--- src/sv/color_sum_pid_steering_assert.svh ---
// ----------------------------------------------------------------------------
// Assertion macros for the color-sum PID steering block
// Each macro expands to a clocked concurrent assertion with an asynchronous
// active-low reset as its disable, or to nothing in a synthesis build.
// ----------------------------------------------------------------------------
`ifndef COLOR_SUM_PID_STEERING_ASSERT_SVH
`define COLOR_SUM_PID_STEERING_ASSERT_SVH

`ifndef SYNTHESIS

// Same-cycle implication.
`define CSTEER_ASSERT_IMP(lbl, clk, rst_n, ante, cons, msg) \
	lbl: assert property (@(posedge clk) disable iff (!rst_n) (ante) |-> (cons)) \
		else $error(msg);

// Next-cycle implication.
`define CSTEER_ASSERT_NXT(lbl, clk, rst_n, ante, cons, msg) \
	lbl: assert property (@(posedge clk) disable iff (!rst_n) (ante) |=> (cons)) \
		else $error(msg);

`else

`define CSTEER_ASSERT_IMP(lbl, clk, rst_n, ante, cons, msg)

`define CSTEER_ASSERT_NXT(lbl, clk, rst_n, ante, cons, msg)

`endif

`endif

--- src/sv/csteer_pkg.sv ---
// ----------------------------------------------------------------------------
// csteer_pkg
// Shared types and constants of the color-sum PID steering block.
// ----------------------------------------------------------------------------
`default_nettype none

package csteer_pkg;

	// Gain registers are unsigned fixed point, 24 bits wide.
	localparam int GAIN_W    = 24;
	localparam int CFG_IDX_W = 3;
	localparam int OUT_W     = 16;

	// Reset values of the proportional gains.
	localparam logic [GAIN_W-1:0] KP_STRAIGHT_RST = 24'd4588;
	localparam logic [GAIN_W-1:0] KP_CURVE_RST    = 24'd8520;

	// Output saturation limits.
	localparam logic signed [OUT_W-1:0] OUT_MAX = 16'sh7FFF;
	localparam logic signed [OUT_W-1:0] OUT_MIN = 16'sh8000;

	// Configuration register indexes.
	typedef enum logic [CFG_IDX_W-1:0] {
		REG_KP_STRAIGHT = 3'd0,
		REG_KI_STRAIGHT = 3'd1,
		REG_KD_STRAIGHT = 3'd2,
		REG_KP_CURVE    = 3'd3,
		REG_KI_CURVE    = 3'd4,
		REG_KD_CURVE    = 3'd5
	} cfg_reg_t;

	// One set of gains.
	typedef struct packed {
		logic [GAIN_W-1:0] kp;
		logic [GAIN_W-1:0] ki;
		logic [GAIN_W-1:0] kd;
	} gain_set_t;

	// Stage load enables from the pipeline control.
	typedef struct packed {
		logic load_s1;
		logic step_s2;
		logic load_s3;
		logic load_s4;
		logic load_out;
	} pipe_ctl_t;

endpackage

`default_nettype wire

--- src/sv/csteer_cfg.sv ---
// ----------------------------------------------------------------------------
// csteer_cfg
// Gain register file: six write-only gain registers in two sets.
// ----------------------------------------------------------------------------
`default_nettype none

module csteer_cfg (
	input  wire logic                            clk,
	input  wire logic                            arst_n,
	input  wire logic                            cfg_write_en,
	input  wire logic [csteer_pkg::CFG_IDX_W-1:0] cfg_index,
	input  wire logic [csteer_pkg::GAIN_W-1:0]    cfg_data,
	output csteer_pkg::gain_set_t                gains_straight,
	output csteer_pkg::gain_set_t                gains_curve
);
	import csteer_pkg::*;

	gain_set_t straight_q;
	gain_set_t curve_q;
	cfg_reg_t  reg_sel;

	assign reg_sel = cfg_reg_t'(cfg_index);

	// Register writes; indexes past the last register are dropped.
	always_ff @(posedge clk or negedge arst_n) begin
		if (!arst_n) begin
			straight_q.kp <= KP_STRAIGHT_RST;
			straight_q.ki <= '0;
			straight_q.kd <= '0;
			curve_q.kp    <= KP_CURVE_RST;
			curve_q.ki    <= '0;
			curve_q.kd    <= '0;
		end else if (cfg_write_en) begin
			case (reg_sel)
				REG_KP_STRAIGHT: straight_q.kp <= cfg_data;
				REG_KI_STRAIGHT: straight_q.ki <= cfg_data;
				REG_KD_STRAIGHT: straight_q.kd <= cfg_data;
				REG_KP_CURVE:    curve_q.kp    <= cfg_data;
				REG_KI_CURVE:    curve_q.ki    <= cfg_data;
				REG_KD_CURVE:    curve_q.kd    <= cfg_data;
				default: ;
			endcase
		end
	end

	assign gains_straight = straight_q;
	assign gains_curve    = curve_q;

endmodule

`default_nettype wire

--- src/sv/csteer_front.sv ---
// ----------------------------------------------------------------------------
// csteer_front
// Error front end: input register, error history and trapezoidal integral.
// ----------------------------------------------------------------------------
`default_nettype none

`include "color_sum_pid_steering_assert.svh"

module csteer_front #(
	parameter int SENSOR_BITS = 10,
	parameter int ACC_BITS    = 32
) (
	input  wire logic                         clk,
	input  wire logic                         arst_n,
	input  wire csteer_pkg::pipe_ctl_t        ctl,
	input  wire logic                         command,
	input  wire logic [SENSOR_BITS-1:0]       red_sample,
	input  wire logic [SENSOR_BITS-1:0]       green_sample,
	input  wire logic [SENSOR_BITS-1:0]       blue_sample,
	input  wire logic [SENSOR_BITS+1:0]       target_level,
	input  wire logic                         gain_select,
	input  wire csteer_pkg::gain_set_t        gains_straight,
	input  wire csteer_pkg::gain_set_t        gains_curve,
	output logic signed [SENSOR_BITS+2:0]     e_s2,
	output logic signed [ACC_BITS-1:0]        esum_s2,
	output logic signed [SENSOR_BITS+3:0]     delta_s2,
	output csteer_pkg::gain_set_t             gains_s2
);
	import csteer_pkg::*;

	localparam int EW    = SENSOR_BITS + 3;
	localparam int DW    = SENSOR_BITS + 4;
	localparam int SUM_W = ACC_BITS + 2;
	localparam logic signed [SUM_W-1:0] ACC_MAX = {{3{1'b0}}, {(ACC_BITS-1){1'b1}}};
	localparam logic signed [SUM_W-1:0] ACC_MIN = {{3{1'b1}}, {(ACC_BITS-1){1'b0}}};

	logic [SENSOR_BITS+1:0]    sample_sum;
	logic signed [EW-1:0]      err_in;
	logic                      clear_s1;
	logic                      gsel_s1;
	logic signed [EW-1:0]      e_s1;
	logic signed [ACC_BITS-1:0] error_sum_q;
	logic signed [EW-1:0]      last_error_q;
	logic signed [SUM_W-1:0]   sum_wide;
	logic signed [ACC_BITS-1:0] esum_next;
	logic signed [DW-1:0]      delta;

	// Error against the target channel sum.
	assign sample_sum = (SENSOR_BITS+2)'(red_sample) + (SENSOR_BITS+2)'(green_sample)
		+ (SENSOR_BITS+2)'(blue_sample);
	assign err_in = $signed({1'b0, target_level}) - $signed({1'b0, sample_sum});

	// Input register.
	always_ff @(posedge clk) begin
		if (ctl.load_s1) begin
			clear_s1 <= command;
			gsel_s1  <= gain_select;
			e_s1     <= err_in;
		end
	end

	// Trapezoidal integral with saturation at the accumulator limits.
	assign sum_wide = SUM_W'(error_sum_q) + SUM_W'(e_s1) + SUM_W'(last_error_q);

	always_comb begin
		if (sum_wide > ACC_MAX) begin
			esum_next = ACC_MAX[ACC_BITS-1:0];
		end else if (sum_wide < ACC_MIN) begin
			esum_next = ACC_MIN[ACC_BITS-1:0];
		end else begin
			esum_next = sum_wide[ACC_BITS-1:0];
		end
	end

	assign delta = DW'(e_s1) - DW'(last_error_q);

	// Controller state advances once per item, in order.
	always_ff @(posedge clk or negedge arst_n) begin
		if (!arst_n) begin
			error_sum_q  <= '0;
			last_error_q <= '0;
		end else if (ctl.step_s2) begin
			if (clear_s1) begin
				error_sum_q  <= '0;
				last_error_q <= '0;
			end else begin
				error_sum_q  <= esum_next;
				last_error_q <= e_s1;
			end
		end
	end

	// Operands for the multipliers; a clear word feeds zeros so its result is zero.
	always_ff @(posedge clk) begin
		if (ctl.step_s2) begin
			gains_s2 <= gsel_s1 ? gains_curve : gains_straight;
			if (clear_s1) begin
				e_s2     <= '0;
				esum_s2  <= '0;
				delta_s2 <= '0;
			end else begin
				e_s2     <= e_s1;
				esum_s2  <= esum_next;
				delta_s2 <= delta;
			end
		end
	end

	`CSTEER_ASSERT_NXT(a_clear_zeroes_state, clk, arst_n, ctl.step_s2 && clear_s1,
		error_sum_q == '0 && last_error_q == '0, "clear word did not zero the state")
	`CSTEER_ASSERT_NXT(a_last_error_tracks, clk, arst_n, ctl.step_s2 && !clear_s1,
		last_error_q == $past(e_s1), "previous error not taken from the stepped word")

endmodule

`default_nettype wire

--- src/sv/csteer_mac.sv ---
// ----------------------------------------------------------------------------
// csteer_mac
// Gain multipliers and the sum of the three controller terms.
// ----------------------------------------------------------------------------
`default_nettype none

module csteer_mac #(
	parameter int SENSOR_BITS = 10,
	parameter int ACC_BITS    = 32
) (
	input  wire logic                                    clk,
	input  wire csteer_pkg::pipe_ctl_t                   ctl,
	input  wire logic signed [SENSOR_BITS+2:0]           e_s2,
	input  wire logic signed [ACC_BITS-1:0]              esum_s2,
	input  wire logic signed [SENSOR_BITS+3:0]           delta_s2,
	input  wire csteer_pkg::gain_set_t                   gains_s2,
	output logic signed [csteer_pkg::GAIN_W+ACC_BITS+1:0] total_s4
);
	import csteer_pkg::*;

	localparam int EW    = SENSOR_BITS + 3;
	localparam int DW    = SENSOR_BITS + 4;
	localparam int LO_W  = ACC_BITS / 2;
	localparam int HI_W  = ACC_BITS - LO_W;
	localparam int TOT_W = GAIN_W + ACC_BITS + 2;

	logic signed [HI_W-1:0]             esum_hi;
	logic [LO_W-1:0]                    esum_lo;
	logic signed [GAIN_W+EW:0]          pp_s3;
	logic signed [GAIN_W+DW:0]          pd_s3;
	logic signed [GAIN_W+HI_W:0]        pih_s3;
	logic [GAIN_W+LO_W-1:0]             pil_s3;
	logic signed [GAIN_W+LO_W:0]        pil_ext;

	// The integral product is split into two halves to keep each multiplier narrow.
	assign esum_hi = $signed(esum_s2[ACC_BITS-1:LO_W]);
	assign esum_lo = esum_s2[LO_W-1:0];

	always_ff @(posedge clk) begin
		if (ctl.load_s3) begin
			pp_s3  <= $signed({1'b0, gains_s2.kp}) * e_s2;
			pd_s3  <= $signed({1'b0, gains_s2.kd}) * delta_s2;
			pih_s3 <= $signed({1'b0, gains_s2.ki}) * esum_hi;
			pil_s3 <= gains_s2.ki * esum_lo;
		end
	end

	assign pil_ext = $signed({1'b0, pil_s3});

	// Sum of the proportional, derivative and both integral partial products.
	always_ff @(posedge clk) begin
		if (ctl.load_s4) begin
			total_s4 <= TOT_W'(pp_s3) + TOT_W'(pd_s3) + (TOT_W'(pih_s3) <<< LO_W)
				+ TOT_W'(pil_ext);
		end
	end

endmodule

`default_nettype wire

--- src/sv/csteer_sat.sv ---
// ----------------------------------------------------------------------------
// csteer_sat
// Fraction removal toward zero, 16-bit saturation and the result register.
// ----------------------------------------------------------------------------
`default_nettype none

module csteer_sat #(
	parameter int ACC_BITS  = 32,
	parameter int FRAC_BITS = 16
) (
	input  wire logic                                         clk,
	input  wire csteer_pkg::pipe_ctl_t                        ctl,
	input  wire logic signed [csteer_pkg::GAIN_W+ACC_BITS+1:0] total_s4,
	output logic signed [csteer_pkg::OUT_W-1:0]               steering_q
);
	import csteer_pkg::*;

	localparam int TOT_W = GAIN_W + ACC_BITS + 2;
	localparam logic signed [TOT_W-1:0] ROUND_IN = {{(TOT_W-FRAC_BITS){1'b0}}, {FRAC_BITS{1'b1}}};
	localparam logic signed [TOT_W-1:0] SAT_MAX  = TOT_W'(OUT_MAX);
	localparam logic signed [TOT_W-1:0] SAT_MIN  = TOT_W'(OUT_MIN);

	logic signed [TOT_W-1:0] biased;
	logic signed [TOT_W-1:0] quo;

	// A negative total is biased up before the arithmetic shift so it truncates toward zero.
	assign biased = total_s4 + (total_s4[TOT_W-1] ? ROUND_IN : '0);
	assign quo    = biased >>> FRAC_BITS;

	always_ff @(posedge clk) begin
		if (ctl.load_out) begin
			if (quo > SAT_MAX) begin
				steering_q <= OUT_MAX;
			end else if (quo < SAT_MIN) begin
				steering_q <= OUT_MIN;
			end else begin
				steering_q <= quo[OUT_W-1:0];
			end
		end
	end

endmodule

`default_nettype wire

--- src/sv/color_sum_pid_steering.sv ---
// ----------------------------------------------------------------------------
// color_sum_pid_steering
// PID steering from the sum of three color sensor channels.
// ----------------------------------------------------------------------------
// Each input word gives one steering word. The block takes a new word in every
// cycle and passes it through a pipeline of an input register, the integral
// update, the gain multipliers, the term sum and the saturating output register.
// The integral and previous error are updated as a word leaves the input
// register, so words are handled strictly in order. A stalled output only holds
// the input back once all five stages are full. The user must write gain
// registers through the configuration port only while no word is in flight; the
// block does not enforce it. A write to an index past the last gain is dropped.
`default_nettype none

`include "color_sum_pid_steering_assert.svh"

module color_sum_pid_steering #(
	parameter int SENSOR_BITS = 10,
	parameter int FRAC_BITS   = 16,
	parameter int ACC_BITS    = 32
) (
	input  wire logic                             clk,
	input  wire logic                             arst_n,
	input  wire logic                             cfg_write_en,
	input  wire logic [csteer_pkg::CFG_IDX_W-1:0] cfg_index,
	input  wire logic [csteer_pkg::GAIN_W-1:0]    cfg_data,
	input  wire logic                             in_valid,
	output logic                                  in_stall,
	input  wire logic                             command,
	input  wire logic [SENSOR_BITS-1:0]           red_sample,
	input  wire logic [SENSOR_BITS-1:0]           green_sample,
	input  wire logic [SENSOR_BITS-1:0]           blue_sample,
	input  wire logic [SENSOR_BITS+1:0]           target_level,
	input  wire logic                             gain_select,
	output logic                                  out_valid,
	input  wire logic                             out_stall,
	output logic signed [csteer_pkg::OUT_W-1:0]   steering
);
	import csteer_pkg::*;

	gain_set_t gains_straight;
	gain_set_t gains_curve;
	gain_set_t gains_s2;
	pipe_ctl_t ctl;

	logic signed [SENSOR_BITS+2:0]     e_s2;
	logic signed [ACC_BITS-1:0]        esum_s2;
	logic signed [SENSOR_BITS+3:0]     delta_s2;
	logic signed [GAIN_W+ACC_BITS+1:0] total_s4;

	logic valid_s1, valid_s2, valid_s3, valid_s4, out_valid_q;
	logic rdy_s1, rdy_s2, rdy_s3, rdy_s4, rdy_out;

	// A stage can take a word when it is empty or its word moves on this cycle.
	assign rdy_out = !out_valid_q || !out_stall;
	assign rdy_s4  = !valid_s4 || rdy_out;
	assign rdy_s3  = !valid_s3 || rdy_s4;
	assign rdy_s2  = !valid_s2 || rdy_s3;
	assign rdy_s1  = !valid_s1 || rdy_s2;

	assign ctl.load_s1  = in_valid && rdy_s1;
	assign ctl.step_s2  = valid_s1 && rdy_s2;
	assign ctl.load_s3  = valid_s2 && rdy_s3;
	assign ctl.load_s4  = valid_s3 && rdy_s4;
	assign ctl.load_out = valid_s4 && rdy_out;

	// Stage valid flags.
	always_ff @(posedge clk or negedge arst_n) begin
		if (!arst_n) begin
			valid_s1    <= 1'b0;
			valid_s2    <= 1'b0;
			valid_s3    <= 1'b0;
			valid_s4    <= 1'b0;
			out_valid_q <= 1'b0;
		end else begin
			if (rdy_s1) begin
				valid_s1 <= in_valid;
			end
			if (rdy_s2) begin
				valid_s2 <= valid_s1;
			end
			if (rdy_s3) begin
				valid_s3 <= valid_s2;
			end
			if (rdy_s4) begin
				valid_s4 <= valid_s3;
			end
			if (rdy_out) begin
				out_valid_q <= valid_s4;
			end
		end
	end

	assign in_stall  = !rdy_s1;
	assign out_valid = out_valid_q;

	csteer_cfg u_cfg (
		.clk            (clk),
		.arst_n         (arst_n),
		.cfg_write_en   (cfg_write_en),
		.cfg_index      (cfg_index),
		.cfg_data       (cfg_data),
		.gains_straight (gains_straight),
		.gains_curve    (gains_curve)
	);

	csteer_front #(
		.SENSOR_BITS (SENSOR_BITS),
		.ACC_BITS    (ACC_BITS)
	) u_front (
		.clk            (clk),
		.arst_n         (arst_n),
		.ctl            (ctl),
		.command        (command),
		.red_sample     (red_sample),
		.green_sample   (green_sample),
		.blue_sample    (blue_sample),
		.target_level   (target_level),
		.gain_select    (gain_select),
		.gains_straight (gains_straight),
		.gains_curve    (gains_curve),
		.e_s2           (e_s2),
		.esum_s2        (esum_s2),
		.delta_s2       (delta_s2),
		.gains_s2       (gains_s2)
	);

	csteer_mac #(
		.SENSOR_BITS (SENSOR_BITS),
		.ACC_BITS    (ACC_BITS)
	) u_mac (
		.clk      (clk),
		.ctl      (ctl),
		.e_s2     (e_s2),
		.esum_s2  (esum_s2),
		.delta_s2 (delta_s2),
		.gains_s2 (gains_s2),
		.total_s4 (total_s4)
	);

	csteer_sat #(
		.ACC_BITS  (ACC_BITS),
		.FRAC_BITS (FRAC_BITS)
	) u_sat (
		.clk        (clk),
		.ctl        (ctl),
		.total_s4   (total_s4),
		.steering_q (steering)
	);

	`CSTEER_ASSERT_IMP(a_stall_only_when_full, clk, arst_n, in_stall,
		valid_s1 && valid_s2 && valid_s3 && valid_s4 && out_valid_q,
		"input stalled while the pipeline has room")
	`CSTEER_ASSERT_NXT(a_last_stage_drains, clk, arst_n, valid_s4 && !out_stall,
		out_valid_q, "word in the last stage did not reach the output")

endmodule

`default_nettype wire

--- config.mk ---
export PLATFORM = sky130hd
export DESIGN_NAME = color_sum_pid_steering
export DESIGN_NICKNAME = d
export VERILOG_FILES = /design/src/sv/csteer_pkg.sv /design/src/sv/csteer_cfg.sv /design/src/sv/csteer_front.sv /design/src/sv/csteer_mac.sv /design/src/sv/csteer_sat.sv /design/src/sv/color_sum_pid_steering.sv
export VERILOG_INCLUDE_DIRS = /design/src /design/src/sv
export SDC_FILE = /design/constraint.sdc
export NUM_CORES = 2
export LEC_CHECK = 0
export BUFFER_PORTS_ARGS = -buffer_cell sky130_fd_sc_hd__buf_2
export CAP_MARGIN = 20
export CORE_UTILIZATION = 50
export CTS_BUF_LIST = sky130_fd_sc_hd__clkbuf_8 sky130_fd_sc_hd__clkbuf_16
export DETAILED_ROUTE_END_ITERATION = 7
export PLACE_DENSITY = 0.68
export SYNTH_ARGS = -nofsm -noshare
export SYNTH_HDL_FRONTEND = slang
export SYNTH_SLANG_ARGS = --single-unit
export TNS_END_PERCENT = 5
--- constraint.sdc ---
create_clock -name clk -period 7 [get_ports clk]
set_input_delay 1.05 -clock clk [delete_from_list [all_inputs] [get_ports clk]]
set_output_delay 1.05 -clock clk [all_outputs]
set_load 0.01 [all_outputs]
==> results.cfg <==
[worst_setup_path]
r2r-start = u_front.gains_s2[31]
crit_type = reg2reg
reg2reg_setup_slack_ps = 100
rr_worst_depth = 24
critPathLaunchType = flip-flop
critPathCaptureType = flip-flop
startpoint = u_front.gains_s2[31]
worst-path-max-fanout = 24
required_ps = 7400
critPathCapture = u_mac.pil_s3[39]
cp.arrival_ps = 7310
reg2reg_to = u_mac.pil_s3[39]

[layout]
fin_nets = 9692
final_layout_size_suffix_gt1_share_pct = 11.76
area_delta_synth_final_pct = 10.38
final_common_cell = inv_1
nFillCells = 12922
utilization_pct = 55.76
layout_common_cells = 1395 x inv_1, 1230 x fa_1, 896 x nand2_1, 671 x ha_1, 602 x and2_1

[timing]
slew_headroom_pct = 22.93
drv_slew = 0
tightestPinTransition_ps = 1154
hold_viol = 0
skew_ps = 59.08
setup_viol = 0
fin_crit_sh_pct = 98.64
period_needed_ps = 6904
max_freq_ghz = 0.1448
rsz0062_at_grt = true

[global_routing]
grt_pass1_wl_um = 311600
track_usage_pct = 26.28
grt_antenna_before_repair = 6
grt-ovfl-total = 0
grt_max_degree = 157
grt_pass1_vias = 56490

[synthesis]
synth_area_sq_um = 75840
synth_edf_count = 378
yosys_warnings = 0
ys_seq_elements = 572
synth.distinct_cells = 92
syn_inst = 7478
syn_avg_cell_area_sq_um = 10.14
async_reset_ff_share_pct = 33.92
synth-main-ff-cell = edfxtp_1
synth-seq-area-share_pct = 21.39
syn-num-nets = 9465

[run_status]
status = finished clean

[clocking]
cts_tree = built
clkTransAtPathRegs_ps = 60
clkSinkCount = 572
clk_latency_ps = 700
clockBufferDepth = 3
cts-buffers-inserted = 70
htree_levels = 3
root_buffer = clkbuf_16
hold_buffers = 0

[drt]
vias = 52763
routedWlPerCell_um = 19.83
ant_nets = 0
drc = 0
post_drt_via_cell_ratio = 5.395
routed_wl_um = 193900
first_pass_iters = 6
first_iter_violations = 3673

[floorplan]
ioPinCount = 94
fp-row-count = 142
dieArea_sq_um = 153200
core_sq_um = 150100
die_h_um = 391.5
start_util_pct = 50.52
die-width_um = 391.5

[placement]
gp_congestion = 0.9428
io_buffers = 93
hpwl_um = 157000

[hold_path]
hold_class = in2async

[job]
cap_violations = 0
==> cell type report <==
type / count / area, sq um / share of cell area [%]
Antenna cell: 3 / 7.507 / 0.008968
Timing Repair Buffer: 442 / 3850 / 4.599
Inverter: 1379 / 5185 / 6.194
Clock buffer: 76 / 1857 / 2.218
Clock inverter: 52 / 455.4 / 0.5440
Tap cell: 2016 / 2522 / 3.013
Sequential cell: 572 / 16220 / 19.37
Multi-Input combinational cell: 5240 / 53620 / 64.05
==> state kept, by name (all words and copies together), names as in the netlist, 13 cells and up <==
register	count
u_front.gains_s2	72
u_sat.steering_q	16
u_mac.pil_s3	40
u_front.e_s2	13
u_front.delta_s2	14
u_mac.total_s4	58
u_front.error_sum_q	32
u_front.last_error_q	13
u_mac.pp_s3	38
u_cfg.gains_curve	72
u_cfg.gains_straight	72
u_front.esum_s2	32
u_front.e_s1	13
u_mac.pd_s3	39
u_mac.pih_s3	41
==> synthesized netlist by cell type, types with 10 or more instances <==
cell	count	area share [%]
mux2_2	257	3.8
a31oi_1	22	0.18
o21ai_0	142	0.94
nor2_1	202	1.0
o211ai_1	19	0.19
xnor2_1	174	2.0
and2_1	605	5.0
a21boi_0	17	0.17
o21ai_2	20	0.23
o31ai_1	10	0.099
a211oi_1	30	0.30
ha_1	676	11
o21a_1	35	0.35
nand2b_1	74	0.61
or3_1	19	0.16
inv_1	1377	6.8
nor2b_1	36	0.30
nand2_1	897	4.4
clkbuf_1	274	1.4
dfstp_2	11	0.38
nor3_1	57	0.38
a21o_1	105	1.0
dfrtp_1	183	6.0
edfxtp_1	378	15
xor2_1	87	1.0
fa_1	1235	33
nand4_1	23	0.19
and3_1	32	0.26
nand3_1	68	0.45
a21oi_1	211	1.4
o21bai_1	40	0.40
==> worst min-delay path by stage <==
stage              from  cells after the start                       end
6_report         arst_n                      1  u_cfg.gains_straight[65]
2_1_floorplan  valid_s4                      1                 out_valid
4_1_cts        valid_s4                      1                 out_valid
3_3_place_gp   valid_s4                      1                 out_valid
3_5_place_dp   valid_s4                      1                 out_valid
5_1_grt          arst_n                      1  u_cfg.gains_straight[65]
==> kinds of logic (layout without fill, tap and decap cells) <==
kind of cell	after synthesis	in the layout	share of synthesized area, %
AND/OR/NAND/NOR	2061	2061	13.26
adder cells (fa/ha/maj)	1911	1911	43.75
buffers and inverters	1666	1949	8.277
AO/OA/AOI/OAI	747	747	6.447
flip-flops	572	572	21.39
XOR/XNOR	261	261	3.014
multiplexers	260	260	3.862
other	0	3	0
==> per-layer routing <==
| metal | global-route usage (%) | part of all wire [%] |
|---|---|---|
| met1 | 35.69 | 43 |
| met2 | 42.56 | 46 |
| met3 | 4.365 | 6.8 |
| met4 | 9.198 | 3.5 |
| met5 | 0 | 0 |
==> repair_timing <==
| item | CTS | global route |
|---|---|---|
| gates resized for setup | 3 | 76 |
| setup endpoints to repair | 3 | 25 |
| buffers inserted | 0 | 53 |
| pin swaps | 0 | 39 |
| cloned | 0 | 1 |
==> critical path: stages, from the launching register on <==
cell and delay [ps]:
edfxtp_1 530, buf_12 230, and2_1 170, fa_1 530, inv_1 50, fa_1 510, fa_1 510, inv_1 50
fa_1 470, fa_1 540, inv_1 50, fa_1 570, inv_1 50, ha_1 230, or2_2 300, nor2_1 80
and3_1 240, nor3_1 100, buf_4 160, a21bo_2 230, a211oi_4 300, nor3_2 90, or3_1 370, a21oi_2 160
xnor2_1 70
==> per-stage QoR <==
stage | instance area [sq um] | hold WS, ps | setup TNS (ps) | std cells | worst slack, ps
floorplan | 75840 | 434.8 | 0 | 7478 | 292.8
global placement | 80510 | 454.0 | 0 | 9592 | 80.61
detailed placement | 80510 | 463.2 | 0 | 9592 | 10.79
CTS | 82830 | 476.3 | 0 | 9720 | 1.059
global route | 83710 | 232.1 | -260.1 | 9777 | -66.72
finish | 83720 | 231.4 | 0 | 9780 | 95.53
Power is left out: the tool's default activity adds up to more than one toggle a clock period on the data nets, which glitch-free logic cannot reach.
